`src/rtl/core/vfx_sqrt.sv`:
```
`timescale 1ns / 1ps

module vfx_sqrt #(
	parameter int ROOT_BITS = 33,
	parameter int SIDE_W    = 1
) (
	input  logic                   clk,
	input  logic                   arst_n,
	input  logic                   in_valid,
	input  logic [2*ROOT_BITS-1:0] rad,
	input  logic [SIDE_W-1:0]      side_in,
	output logic                   out_valid,
	output logic [ROOT_BITS-1:0]   root,
	output logic [SIDE_W-1:0]      side_out
);

	localparam int NB  = ROOT_BITS;
	localparam int RMW = ROOT_BITS + 3;

	logic [NB-1:0]     vld_q;
	logic [2*NB-1:0]   rad_q  [NB];
	logic [RMW-1:0]    rem_q  [NB];
	logic [NB-1:0]     root_q [NB];
	logic [SIDE_W-1:0] side_q [NB];

	always_ff @(posedge clk or negedge arst_n) begin
		if (!arst_n) begin
			vld_q <= '0;
		end else begin
			vld_q <= {vld_q[NB-2:0], in_valid};
		end
	end

	// one root digit per stage, most significant first
	for (genvar k = 0; k < NB; k++) begin : g_stage
		logic [2*NB-1:0]   rad_i;
		logic [RMW-1:0]    rem_i, rem_sh, trial;
		logic [NB-1:0]     root_i;
		logic [SIDE_W-1:0] side_i;

		if (k == 0) begin : g_first
			assign rad_i  = rad;
			assign rem_i  = '0;
			assign root_i = '0;
			assign side_i = side_in;
		end else begin : g_next
			assign rad_i  = rad_q[k-1];
			assign rem_i  = rem_q[k-1];
			assign root_i = root_q[k-1];
			assign side_i = side_q[k-1];
		end

		assign rem_sh = {rem_i[RMW-3:0], rad_i[2*(NB-1-k)+1 -: 2]};
		assign trial  = RMW'({root_i, 2'b01});

		always_ff @(posedge clk) begin
			rad_q[k]  <= rad_i;
			side_q[k] <= side_i;
			if (rem_sh >= trial) begin
				rem_q[k]  <= rem_sh - trial;
				root_q[k] <= {root_i[NB-2:0], 1'b1};
			end else begin
				rem_q[k]  <= rem_sh;
				root_q[k] <= {root_i[NB-2:0], 1'b0};
			end
		end
	end

	assign out_valid = vld_q[NB-1];
	assign root      = root_q[NB-1];
	assign side_out  = side_q[NB-1];

endmodule

```
`config.mk`:
```
export PLATFORM = sky130hd
export DESIGN_NAME = vfx_sqrt
export DESIGN_NICKNAME = d
export VERILOG_FILES = /design/src/rtl/core/vfx_sqrt.sv
export SDC_FILE = /design/constraint.sdc
export NUM_CORES = 2
export LEC_CHECK = 0
export BUFFER_PORTS_ARGS = -buffer_cell sky130_fd_sc_hd__buf_2
export CAP_MARGIN = 0
export CORE_MARGIN = 1
export CORE_UTILIZATION = 45
export DETAILED_ROUTE_END_ITERATION = 16
export PLACE_DENSITY = 0.56
export RECOVER_POWER = 50
export SKIP_CTS_REPAIR_TIMING = 1
export SYNTH_ARGS = -nofsm -noshare
export SYNTH_HDL_FRONTEND = slang
export SYNTH_MEMORY_MAX_BITS = 65536
export SYNTH_SLANG_ARGS = --single-unit
```
`constraint.sdc`:
```
create_clock -name clk -period 7.9 [get_ports clk]
set_input_delay 0.395 -clock clk [delete_from_list [all_inputs] [get_ports clk]]
set_output_delay 0.395 -clock clk [all_outputs]
set_load 0.05 [all_outputs]
```
==> flow_summary_export.csv <==
group,metric,value,unit
status,status,"complete, no violations",
route,drtPass1Iterations,6,
min_path,min_path_type,"input port to asynchronous set/reset pin",
clock_network,h-tree-depth,5,
clock_network,cts.path.max_buffers,4,
route,vias_per_cell,5.090,
logic_synthesis,ys_ff_latch,2720,
placement,gp_congestion,0.9069,
timing,slew_violations,0,
clock_network,cts_sinks,2720,
die,die_w,469.9,um
grt,first_global_vias,65030,
logic_synthesis,ys_top_cells_by_area,"dfxtp_1, ha_1, xor2_1",
clock_network,cts_made_buffers,300,
logic_synthesis,yosysTopAreaCellShare,54.60,%
logic_synthesis,synth_cell_type_count,90,
logic_synthesis,synth_top_family_by_area,"simple AND/OR/NAND/NOR gates",
logic_synthesis,yosysWarnings,0,
route,vias,66300,
worst_setup_path,crit_type,"flop to flop",
logic_synthesis,synth_edf_count,0,
final_layout,final_util,51.87,%
die,core_area,217400,um2
logic_synthesis,muxShareOfSynthArea,0.7544,%
worst_setup_path,regToRegStartpoint,"root_q[11][0]",
clock_network,clkTransAtPathRegs,0.06,ns
worst_setup_path,worstPathArrival,4.96,ns
logic_synthesis,synth-async-reset-ratio,1.213,%
logic_synthesis,yosys.area_share.simple,12.54,%
route,drt_iter0_drc,3616,
clock_network,ctsRootBufferMaster,"clkbuf_16",
logic_synthesis,synth_compound_area_share,12.37,%
power_and_ir_drop,ir_worst_vdd,0.2417,mV
logic_synthesis,avgSynthCellArea,10.23,um2
die,chipHeight,469.9,um
logic_synthesis,yosys.area.top_type,"dfxtp_1",
timing,clock_skew,0.05820,ns
route,wirelength,221.9,mm
logic_synthesis,synth_xor_area_share,7.779,%
logic_synthesis,synthAdderAreaFrac,7.570,%
timing,setup_tns,0,ns
placement,port_buffers,104,
worst_setup_path,startpoint,"root_q[11][0]",
die,rows,171,
timing,period_share,53.37,%
route,antenna_left,0,
worst_setup_path,end_kind,"flop",
route,drc,0,
clock_network,clk_latency,0.91,ns
grt,gr-total-overflow,0,
timing,rsz0062_at_grt,"false",
run,maxCapViolations,0,
die,dieArea,220800,um2
worst_setup_path,cp_max_fo,28,
logic_synthesis,synth-main-ff-cell,"dfxtp_1",
timing,tightest_slew,1.393,ns
final_layout,area_growth,14.46,%
route,wl_per_cell,17.03,um
logic_synthesis,syn_nets,10300,
timing,period_needed,4.216,ns
power_and_ir_drop,leakage,0.05258,uW
worst_setup_path,cp.required,8.65,ns
logic_synthesis,syn_inst,9629,
grt,grt_start_max_net_pins,55,
grt,grt_usage,19.69,%
power_and_ir_drop,powerDensity,330.4,nW/um2
logic_synthesis,synth_area,98510,um2
timing,relSlewSlack,6.272,%
grt,grt_first_pass_wirelength,351.2,mm
timing,setup_viol,0,
worst_setup_path,worstSetupStartpointType,"flop",
final_layout,fin_nets,10620,
final_layout,drive_above_1_share,7.202,%
logic_synthesis,synth_seq_area_share,55.44,%
timing,hold_viol,0,
timing,max_freq,0.2372,GHz
clock_network,tritoncts,"yes",
die,initial_core_util,45.32,%
grt,antenna_found_initial,9,
die,ioPinCount,105,
placement,dpl.hpwl,168.8,mm
-- layer usage --
metal  track usage [%]  wire length [um]
met4             7.625              7633
met5                 0                 0
met2             33.79            106100
met1             24.94             99990
met3             2.712              8115
-- final timing paths --
path / to / slack, ns / cells after the start
hold / removal: vld_q[3] / 0.09 / 2
hold reg to reg: rad_q[0][279] / 0.28 / 0
max in group asynchronous: vld_q[31] / 7.32 / 2
setup reg to reg: rem_q[12][30] / 3.68 / 11
min in group clk: rad_q[0][0] / 0.11 / 2
setup / recovery: rem_q[12][30] / 3.68 / 11
-- where the power goes --
| part | switching [uW] | internal, uW |
|---|---|---|
| clock | 5310 | 8440 |
| sequential | 1770 | 15900 |
| combinational | 3230 | 2560 |
-- cells in the final DEF, fill, tap and decap left out, drive strengths merged, types with 81 or more instances in the layout --
cell / netlist / routed
dfxtp: 2687 / 2687
inv: 741 / 750
nand2: 669 / 669
ha: 596 / 596
a21oi: 596 / 596
nor2: 570 / 570
o21ai: 479 / 479
xor2: 440 / 440
xnor2: 435 / 435
clkbuf: 160 / 419
a21o: 270 / 270
nor3: 241 / 241
nand3: 178 / 178
nor4: 130 / 130
buf: 22 / 130
nand4: 111 / 111
nand2b: 111 / 111
o21a: 106 / 106
or3: 98 / 98
nor2b: 81 / 81
-- per-stage QoR --
stage | total power [uW] | instances | setup WS, ns | hold slack, ns | instance area [um2]
3_5_place_dp | 23750 | 12430 | 3.680 | 0.3121 | 102200
4_1_cts | 37710 | 12950 | 3.657 | -0.5183 | 112000
5_1_grt | 39220 | 13030 | 3.237 | 0.06063 | 112800
6_report | 37260 | 13030 | 3.684 | 0.09364 | 112800
2_1_floorplan | 21790 | 9629 | 4.757 | 0.09941 | 98510
3_3_place_gp | 23680 | 12430 | 3.709 | 0.3095 | 102200
-- synth_stat cells (all sizes together), types with 15 or more instances --
cell type	number
o21bai	56
buf	22
nor2b	81
o2111ai	15
a21oi	596
ha	596
mux2	58
nand2	669
dfrtp	33
inv	741
a21o	270
nand3b	21
a211o	17
or3	98
o21a	106
a21boi	30
o41ai	20
nand4b	19
dfxtp	2687
o21ai	479
nor3b	20
nand4	111
nor2	570
o211ai	47
xnor2	435
o31ai	58
xor2	440
and4	25
nor3	241
nor4	130
a211oi	51
clkbuf	160
a31oi	58
and2	28
a2111oi	20
and3	59
nand3	178
or2	40
nand2b	111
or4	66
-- critical path, cell delays in order, from the launching register on --
cell	delay, ns
dfxtp_1	0.33
inv_1	0.04
ha_1	0.32
nor2b_1	0.16
o31ai_1	0.49
a211oi_1	0.19
o31ai_1	0.32
a21boi_0	0.31
nand3b_1	0.94
and3_1	0.59
nor4bb_1	0.17
xor2_1	0.18
-- cell families (layout without fill, tap and decap cells) --
family	after synthesis	count (layout)
buffers and inverters	925	1460
DFF	2720	2720
xor gates and xnor gates	875	875
muxes	67	67
AOI/OAI and AO/OA	1950	1950
and+or+nand+nor	2495	2495
adders and majority gates	596	596
other	1	9
-- sequential cells by signal, summed over array words and instances, names as in the netlist --
signal,count
rad_q,1056
side_q,33
vld_q,33
rem_q,1037
root_q,561
-- final cells by class --
type | instances | area (um2)
Fill cell | 19560 | 104600
Sequential cell | 2720 | 54620
Multi-Input combinational cell | 5984 | 40500
Clock buffer | 418 | 8527
Tap cell | 2854 | 3571
Inverter | 743 | 2789
Timing Repair Buffer | 201 | 1423
Clock inverter | 98 | 1313
Antenna cell | 8 | 20.02
(Power assumes the default switching activity.)
