File: src/rtl/core/vfx_pkg.sv
`timescale 1ns / 1ps

package vfx_pkg;

	typedef logic [3:0] kind_t;

	localparam kind_t KIND_ADD      = 4'd0;
	localparam kind_t KIND_SUB      = 4'd1;
	localparam kind_t KIND_NEGATE   = 4'd2;
	localparam kind_t KIND_SCALE    = 4'd3;
	localparam kind_t KIND_MAG      = 4'd4;
	localparam kind_t KIND_NORM     = 4'd5;
	localparam kind_t KIND_DOT      = 4'd6;
	localparam kind_t KIND_CROSS    = 4'd7;
	localparam kind_t KIND_HADAMARD = 4'd8;

	localparam int LANES    = 4;
	localparam int TOL_BITS = 16;

	typedef struct packed {
		logic eq;
		logic sat;
	} lane_flags_t;

endpackage

File: src/rtl/core/vfx_merge.sv
`timescale 1ns / 1ps

module vfx_merge import vfx_pkg::*; #(
	parameter int WORD_BITS = 32
) (
	input  logic                          clk,
	input  logic signed [2*WORD_BITS:0]   lv [LANES],
	output logic signed [2*WORD_BITS+2:0] sum
);

	localparam int SW = 2 * WORD_BITS + 3;

	logic signed [SW-1:0] sum_s4;

	always_ff @(posedge clk) begin
		sum_s4 <= SW'(lv[0]) + SW'(lv[1]) + SW'(lv[2]) + SW'(lv[3]);
	end

	assign sum = sum_s4;

endmodule

File: config.mk
export PLATFORM = sky130hd
export DESIGN_NAME = vfx_merge
export DESIGN_NICKNAME = d
export VERILOG_FILES = /design/src/rtl/core/vfx_pkg.sv /design/src/rtl/core/vfx_merge.sv
export SDC_FILE = /design/constraint.sdc
export NUM_CORES = 1
export LEC_CHECK = 0
export BUFFER_PORTS_ARGS = -buffer_cell sky130_fd_sc_hd__buf_2
export CORE_MARGIN = 2
export CORE_UTILIZATION = 48
export CTS_BUF_LIST = sky130_fd_sc_hd__clkbuf_8
export DETAILED_ROUTE_END_ITERATION = 10
export GPL_ROUTABILITY_DRIVEN = 0
export PLACE_DENSITY = 0.91
export SETUP_SLACK_MARGIN = 0.05
export SYNTH_ARGS = -nofsm -noshare
export SYNTH_HDL_FRONTEND = slang
export SYNTH_SLANG_ARGS = --single-unit
File: constraint.sdc
create_clock -name clk -period 3.7 [get_ports clk]
set_input_delay 0.555 -clock clk [delete_from_list [all_inputs] [get_ports clk]]
set_output_delay 0.555 -clock clk [all_outputs]
set_load 0.02 [all_outputs]
==> metrics.txt, run 1 <==
number of DRC markers in iteration 0 574; hold path cells 2; Layout fillers 1270; Synth Register Bits 67; final worst setup slack -0.166 ns; Syn-to-layout area delta 47.2%; Worst Path Required 3.98 ns; IO buf count 327; hold bufs inserted after CTS 0; FP Rows 50; outcome finished with violations; Top delay family on crit path adder cells; CTS tree done; CP arrival 4.15 ns; synthesized cell area 9130 um^2; Netlist cell types 59; class of the most critical setup path in2reg; io pins 328; static leakage 7.38 nW; crit start category input pin; Reg clk slew, reported paths 0.08 ns; top cell type's share of synthesized area 28.7%; Area contributors post-synth fa_1 29%, dfxtp_1 15%, inv_1 15%, ha_1 9.0%, a21oi_1 4.8%; Initial Utilization 48.8%; RSZ-0062 raised after global routing yes; Syn Nets 1580; max incr delay on CP 0.57 ns; Die Y 142 um; footprint of the multi-input gates 7140 um^2; Die ar. 20100 um^2; maxcap violations 0; cells along the critical path buf_2 -> inv_1 -> fa_1 -> fa_1 -> inv_1 -> ha_1 -> buf_4 -> a21oi_1 -> o21ai_1 -> nor2_1 -> o21ai_0 -> buf_4 -> a311oi_4 -> o21ai_4 -> a41oi_2 -> xnor2_1; relative slew slack 66.0%; Post-Syn Area per Cell 8.14 um^2; cell area after layout 13400 um^2; Clock Tree Buf Depth 2; share of cells above drive strength 1 40.7%; Die X 142 um; nets 2091; Hold Crit Start lv[195]; crit-path max FO 3; critical path depth 16; iteration count of the initial detailed-routing pass 5; Buf/Inv on CP 5; fmax 259 MHz; failing checks setup timing; sequential fraction of the synthesis area 14.7%; Setup crit end kind register; Final Max Tran Viols 0; Hold Path End sum[0]; total core area 18700 um^2; number of global-route vias before repair 10400; post-DP HPWL 24500 um; first-pass GRT wire length 47200 um; highest-delay cell along the critical path fa_1; Final Cycle Share 104%; gr ovfl total 0; final core occ 71.8%; fin crit period 3.87 ns; Vias/cell 5.31; Post-Synthesis Cells 1122; cell taking the most area after synthesis fa_1; pwr/cell area 651 nW/um^2; CTS sink count 67; count of flip-flops with a built-in enable after synthesis 0; WL final 32000 um; # setup viols final 11; initial antenna violation count 0; Via Count 9946; DRC Markers 0; placed cell areas 12300 um^2; Reg area 1340 um^2; H-tree Lvls 3; Root Buffer clkbuf_8; CTS Buf Count 9; largest net degree at the start of global routing 11; worst vdd ir 0.344 mV; asr flop ratio synth 0%; Largest register FFs 67; Hold/Removal Path Class in2reg; WL/cell 17.1 um; antenna-violating nets left 0; Primary FF master, synth dfxtp_1; yosys warns 0; Tot GR Track Use 29.8%; Fin. Hold Viols 0; Worst Max-Slew Pin Slew 0.505 ns
## logic make-up (layout without fill, tap and decap cells)
logic type	after synthesis	in the layout	share of synthesized area, %
other	0	1	0
xor gates and xnor gates	61	61	5.85
AOI/OAI and AO/OA	235	235	16.4
buffers and inverters	375	890	15.5
DFF	67	67	14.7
adders and majority gates	197	197	37.8
and+or+nand+nor	187	187	9.79
## metrics by stage
step | hold WS (ns) | std cells | setup TNS, ns | total power, mW | setup slack, ns
6_report | 0.441 | 1872 | -0.763 | 8.75 | -0.166
5_1_grt | 0.436 | 1871 | -1.95 | 9.32 | -0.237
4_1_cts | 0.417 | 1863 | 0 | 7.97 | 0.00481
3_5_place_dp | 0.813 | 1832 | -15.80 | 7.13 | -0.573
3_3_place_gp | 0.787 | 1832 | -12.17 | 6.94 | -0.530
2_1_floorplan | 0.685 | 1122 | -0.913 | 4.69 | -0.222
## layer usage
layer / track usage, % / wire, um / vias up
met5: 0 / 20 / -
met4: 16.3 / 1950 / 2
met3: 7.73 / 2690 / 163
met2: 57.5 / 16800 / 570
met1: 28.5 / 10500 / 4705
li1: - / - / 4506
## synthesized netlist by cell type (4+ instances only)
cell type	n
a21oi_1	88
nor4_1	5
nor2_1	47
clkbuf_1	18
nand3_1	11
a31oi_1	10
nand2_1	60
a21o_1	18
ha_1	66
o21bai_1	16
xnor2_1	40
and3_1	7
fa_1	131
or3_1	4
nor2b_1	4
o31ai_1	5
o21a_1	8
xor2_1	21
dfxtp_1	67
inv_1	355
o21ai_1	14
or2_2	4
nand4_1	18
nor3_1	11
o21ai_0	36
## worst max path at each step
| stage | from | end | slack (ns) |
|---|---|---|---|
| after floorplan | lv[155] | sum[63] | -0.22 |
| after global placement | lv[11] | sum[40] | -0.53 |
| after detailed placement | lv[11] | sum[62] | -0.57 |
| after CTS | lv[22] | sum[63] | 0.005 |
| after global routing | lv[28] | sum[61] | -0.24 |
| final | lv[28] | sum[61] | -0.17 |
## power by group
group / leakage (nW) / switching [mW] / internal [mW]
clock: 0.0919 / 0.310 / 0.250
sequential: 0.565 / 0.108 / 1.14
combinational: 6.73 / 3.84 / 3.10
## what timing repair did
| item | CTS | global route |
|---|---|---|
| gates resized for setup | 43 | 113 |
| setup endpoints to repair | 28 | 36 |
| pin swaps | 42 | 58 |
| setup buffers | 16 | 11 |
## cell usage in the layout (no fill, tap or decap), types with 9 or more instances in the layout
master,netlist,routed
fa_1,131,125
nand3_1,11,10
ha_4,0,16
buf_2,1,321
a21o_1,18,18
inv_1,355,344
nor2_1,47,42
xnor2_1,40,39
ha_1,66,47
o21ai_2,2,11
nand4_1,18,18
a21oi_2,2,13
a21oi_1,88,70
clkbuf_8,0,10
nand2_1,60,53
o21ai_0,36,29
inv_2,0,12
o21bai_1,16,14
xor2_1,21,20
buf_6,1,14
buf_4,0,185
dfxtp_1,67,67
o21ai_1,14,9
## layout make-up
class	count	share of cell area, %
clock inverters	5	0.177
diodes	1	0.0186
repair buffers	520	23.5
inverters	355	9.99
flip-flops and latches	67	9.98
clock buffers	10	1.02
multi-input cells	680	53.2
well taps	234	2.18
(Power assumes the default switching activity.)
==> run 2, diff against run 1 <==
--- a/config.mk
+++ b/config.mk
@@ -12,7 +12,7 @@
 export DETAILED_ROUTE_END_ITERATION = 10
 export GPL_ROUTABILITY_DRIVEN = 0
 export PLACE_DENSITY = 0.91
-export SETUP_SLACK_MARGIN = 0.05
+export SETUP_SLACK_MARGIN = 0.15
 export SYNTH_ARGS = -nofsm -noshare
 export SYNTH_HDL_FRONTEND = slang
 export SYNTH_SLANG_ARGS = --single-unit
==> run 2 against run 1 <==
  * The run still ends with setup timing left
  * Sequential share of layout area is 0.14 points lower
  * Combinational power is 3% higher
  * Sequential power hardly changed
  * Global-route usage is 0.28 points higher
  * Final area is 1.4% higher
  * Critical endpoint is now sum[58]
  * Largest power group unchanged
  * Highest routed layer unchanged
==> metrics.txt, run 2 (same netlist as run 1, synthesis figures left out) <==
Final Max Tran Viols 0 (unchanged); Die X 142 um (unchanged); Syn-to-layout area delta 49.3%; iteration count of the initial detailed-routing pass 8 (+3); Reg clk slew, reported paths 0.08 ns (about the same); crit start category input pin; relative slew slack 55.5% (-11 points); Via Count 9882 (-0.64%); DRC Markers 0 (unchanged); maxcap violations 0 (unchanged); commonest non-fill, non-tap cell in the layout inv_1; total core area 18700 um^2 (unchanged); number of DRC markers in iteration 0 647 (+13%); Critical Path Start lv[7]; Hold/Removal Path Class in2reg; CTS sink count 67 (unchanged); outcome finished with violations; cell area after layout 13600 um^2 (+1.4%); Fin. Hold Viols 0 (unchanged); internal power 4.60 mW (+2.4%); IO buf count 327 (unchanged); # setup viols final 6 (-5); Clock Tree Buf Depth 2 (unchanged); static leakage 7.40 nW (+0.24%); number of global-route vias before repair 10400 (+0.029%); antenna-violating nets left 0 (unchanged); CTS Buf Count 9 (unchanged); Net Sw Power 4.38 mW (+2.8%); failing checks setup timing; Clock power frac 6.9% (+0.5 points); CTS tree done; Final Cycle Share 102% (-2.2 points); FP Rows 50 (unchanged); Initial Utilization 48.8% (unchanged); Sw Ratio 48.8% (+0.084 points); largest net degree at the start of global routing 12 (+1); H-tree Lvls 3 (unchanged); post-DP HPWL 24900 um (+1.4%); gr ovfl total 0 (unchanged); first-pass GRT wire length 47800 um (+1.3%); CP endpoint sum[58]; Die Y 142 um (unchanged); Vias/cell 5.30 (-0.32%); initial antenna violation count 4 (+4); crit-path max FO 4 (+1); WL/cell 17.8 um (+4.0%); class of the most critical setup path in2reg; RSZ-0062 raised after global routing yes; CP arrival 4.03 ns (-0.12 ns); Root Buffer clkbuf_8; Worst Max-Slew Pin Slew 0.661 ns (+0.156 ns); Setup TNS -0.282 ns (+0.480 ns); Flop pwr share 13.8% (-0.5 points); final worst setup slack -0.0848 ns (+0.0817 ns); Worst Path Required 3.95 ns (-0.03 ns); Tot GR Track Use 30.0% (+0.28 points); Die ar. 20100 um^2 (unchanged); WL final 33100 um (+3.6%); io pins 328 (unchanged); share of cells above drive strength 1 43.1% (+2.3 points); most frequent cells in the layout 325 x inv_1, 313 x buf_2, 173 x buf_4; Largest register FFs 67 (unchanged); placed cell areas 12400 um^2 (+0.35%); nets 2082 (-0.43%); fin crit period 3.78 ns (-0.0817 ns); pwr/cell area 659 nW/um^2 (+1.1%); Setup crit end kind register; worst vdd ir 0.295 mV (-14%); Gate power share 79.3% (about the same); fmax 264 MHz (+2.2%)
[run 2: stage by stage]
| step | setup slack, ns | cells | utilization [%] | power [mW] | hold slack [ns] |
|---|---|---|---|---|---|
| after floorplan | -0.222 | 1122 | - | 4.78 | 0.685 |
| after global placement | -0.535 | 1823 | 66.2 | 6.97 | 0.777 |
| after detailed placement | -0.612 | 1823 | 66.2 | 7.17 | 0.787 |
| after CTS | -0.0372 | 1845 | 69.0 | 8.04 | 0.411 |
| after global routing | -0.228 | 1865 | 72.9 | 9.51 | 0.425 |
| final | -0.0848 | 1866 | 72.9 | 8.98 | 0.403 |
[run 2: cell type report]
cell class                      instances  area, um^2
Clock buffer                           11         151
Sequential cell                        67        1340
Inverter                              355        1350
Timing Repair Buffer                  511        3150
Clock inverter                          5        28.8
Antenna cell                            3        7.51
Multi-Input combinational cell        680        7320
Tap cell                              234         293
Fill cell                            1214        5070
[run 2: power groups by stage]
| stage | registers, mW | logic (mW) | clock network, mW |
|---|---|---|---|
| after CTS | 1.24 | 6.20 | 0.601 |
| after floorplan | 1.75 | 3.03 | 0 |
| after global placement | 1.23 | 5.74 | 0 |
| after detailed placement | 1.25 | 5.92 | 0 |
| final | 1.24 | 7.12 | 0.617 |
| after global routing | 1.27 | 7.60 | 0.641 |
[run 2: worst min path at each step]
stage	startpoint	end	slack, ns	depth (start not counted)
2_1_floorplan	lv[195]	sum[0]	0.68	1
3_3_place_gp	lv[195]	sum[0]	0.78	2
3_5_place_dp	lv[195]	sum[0]	0.79	2
4_1_cts	lv[195]	sum[0]	0.41	2
5_1_grt	lv[195]	sum[0]	0.43	2
6_report	lv[195]	sum[0]	0.40	2
[run 2: worst max-delay path, stage by stage]
cell,delay (ns)
buf_2,0.07
inv_1,0.05
fa_1,0.51
fa_1,0.53
inv_1,0.05
ha_1,0.36
a21o_1,0.21
a31oi_2,0.15
a21boi_2,0.21
o211ai_1,0.12
buf_4,0.18
a2111oi_4,0.39
o21ai_2,0.17
o31ai_2,0.33
xnor2_1,0.13
[run 2: metal layers]
metal  GRT usage [%]  routed length [um]  vias up
li1                -                   -     4483
met1            30.9               11400     4639
met2            55.7               17200      607
met3            7.39                2740      149
met4            16.5                1810        4
met5               0                  23        -
[run 2: timing repair]
action,CTS,global route
gates resized for setup,74,127
setup buffers,6,18
setup endpoints to repair,31,35
pin swaps,49,90
hold buffers,0,0
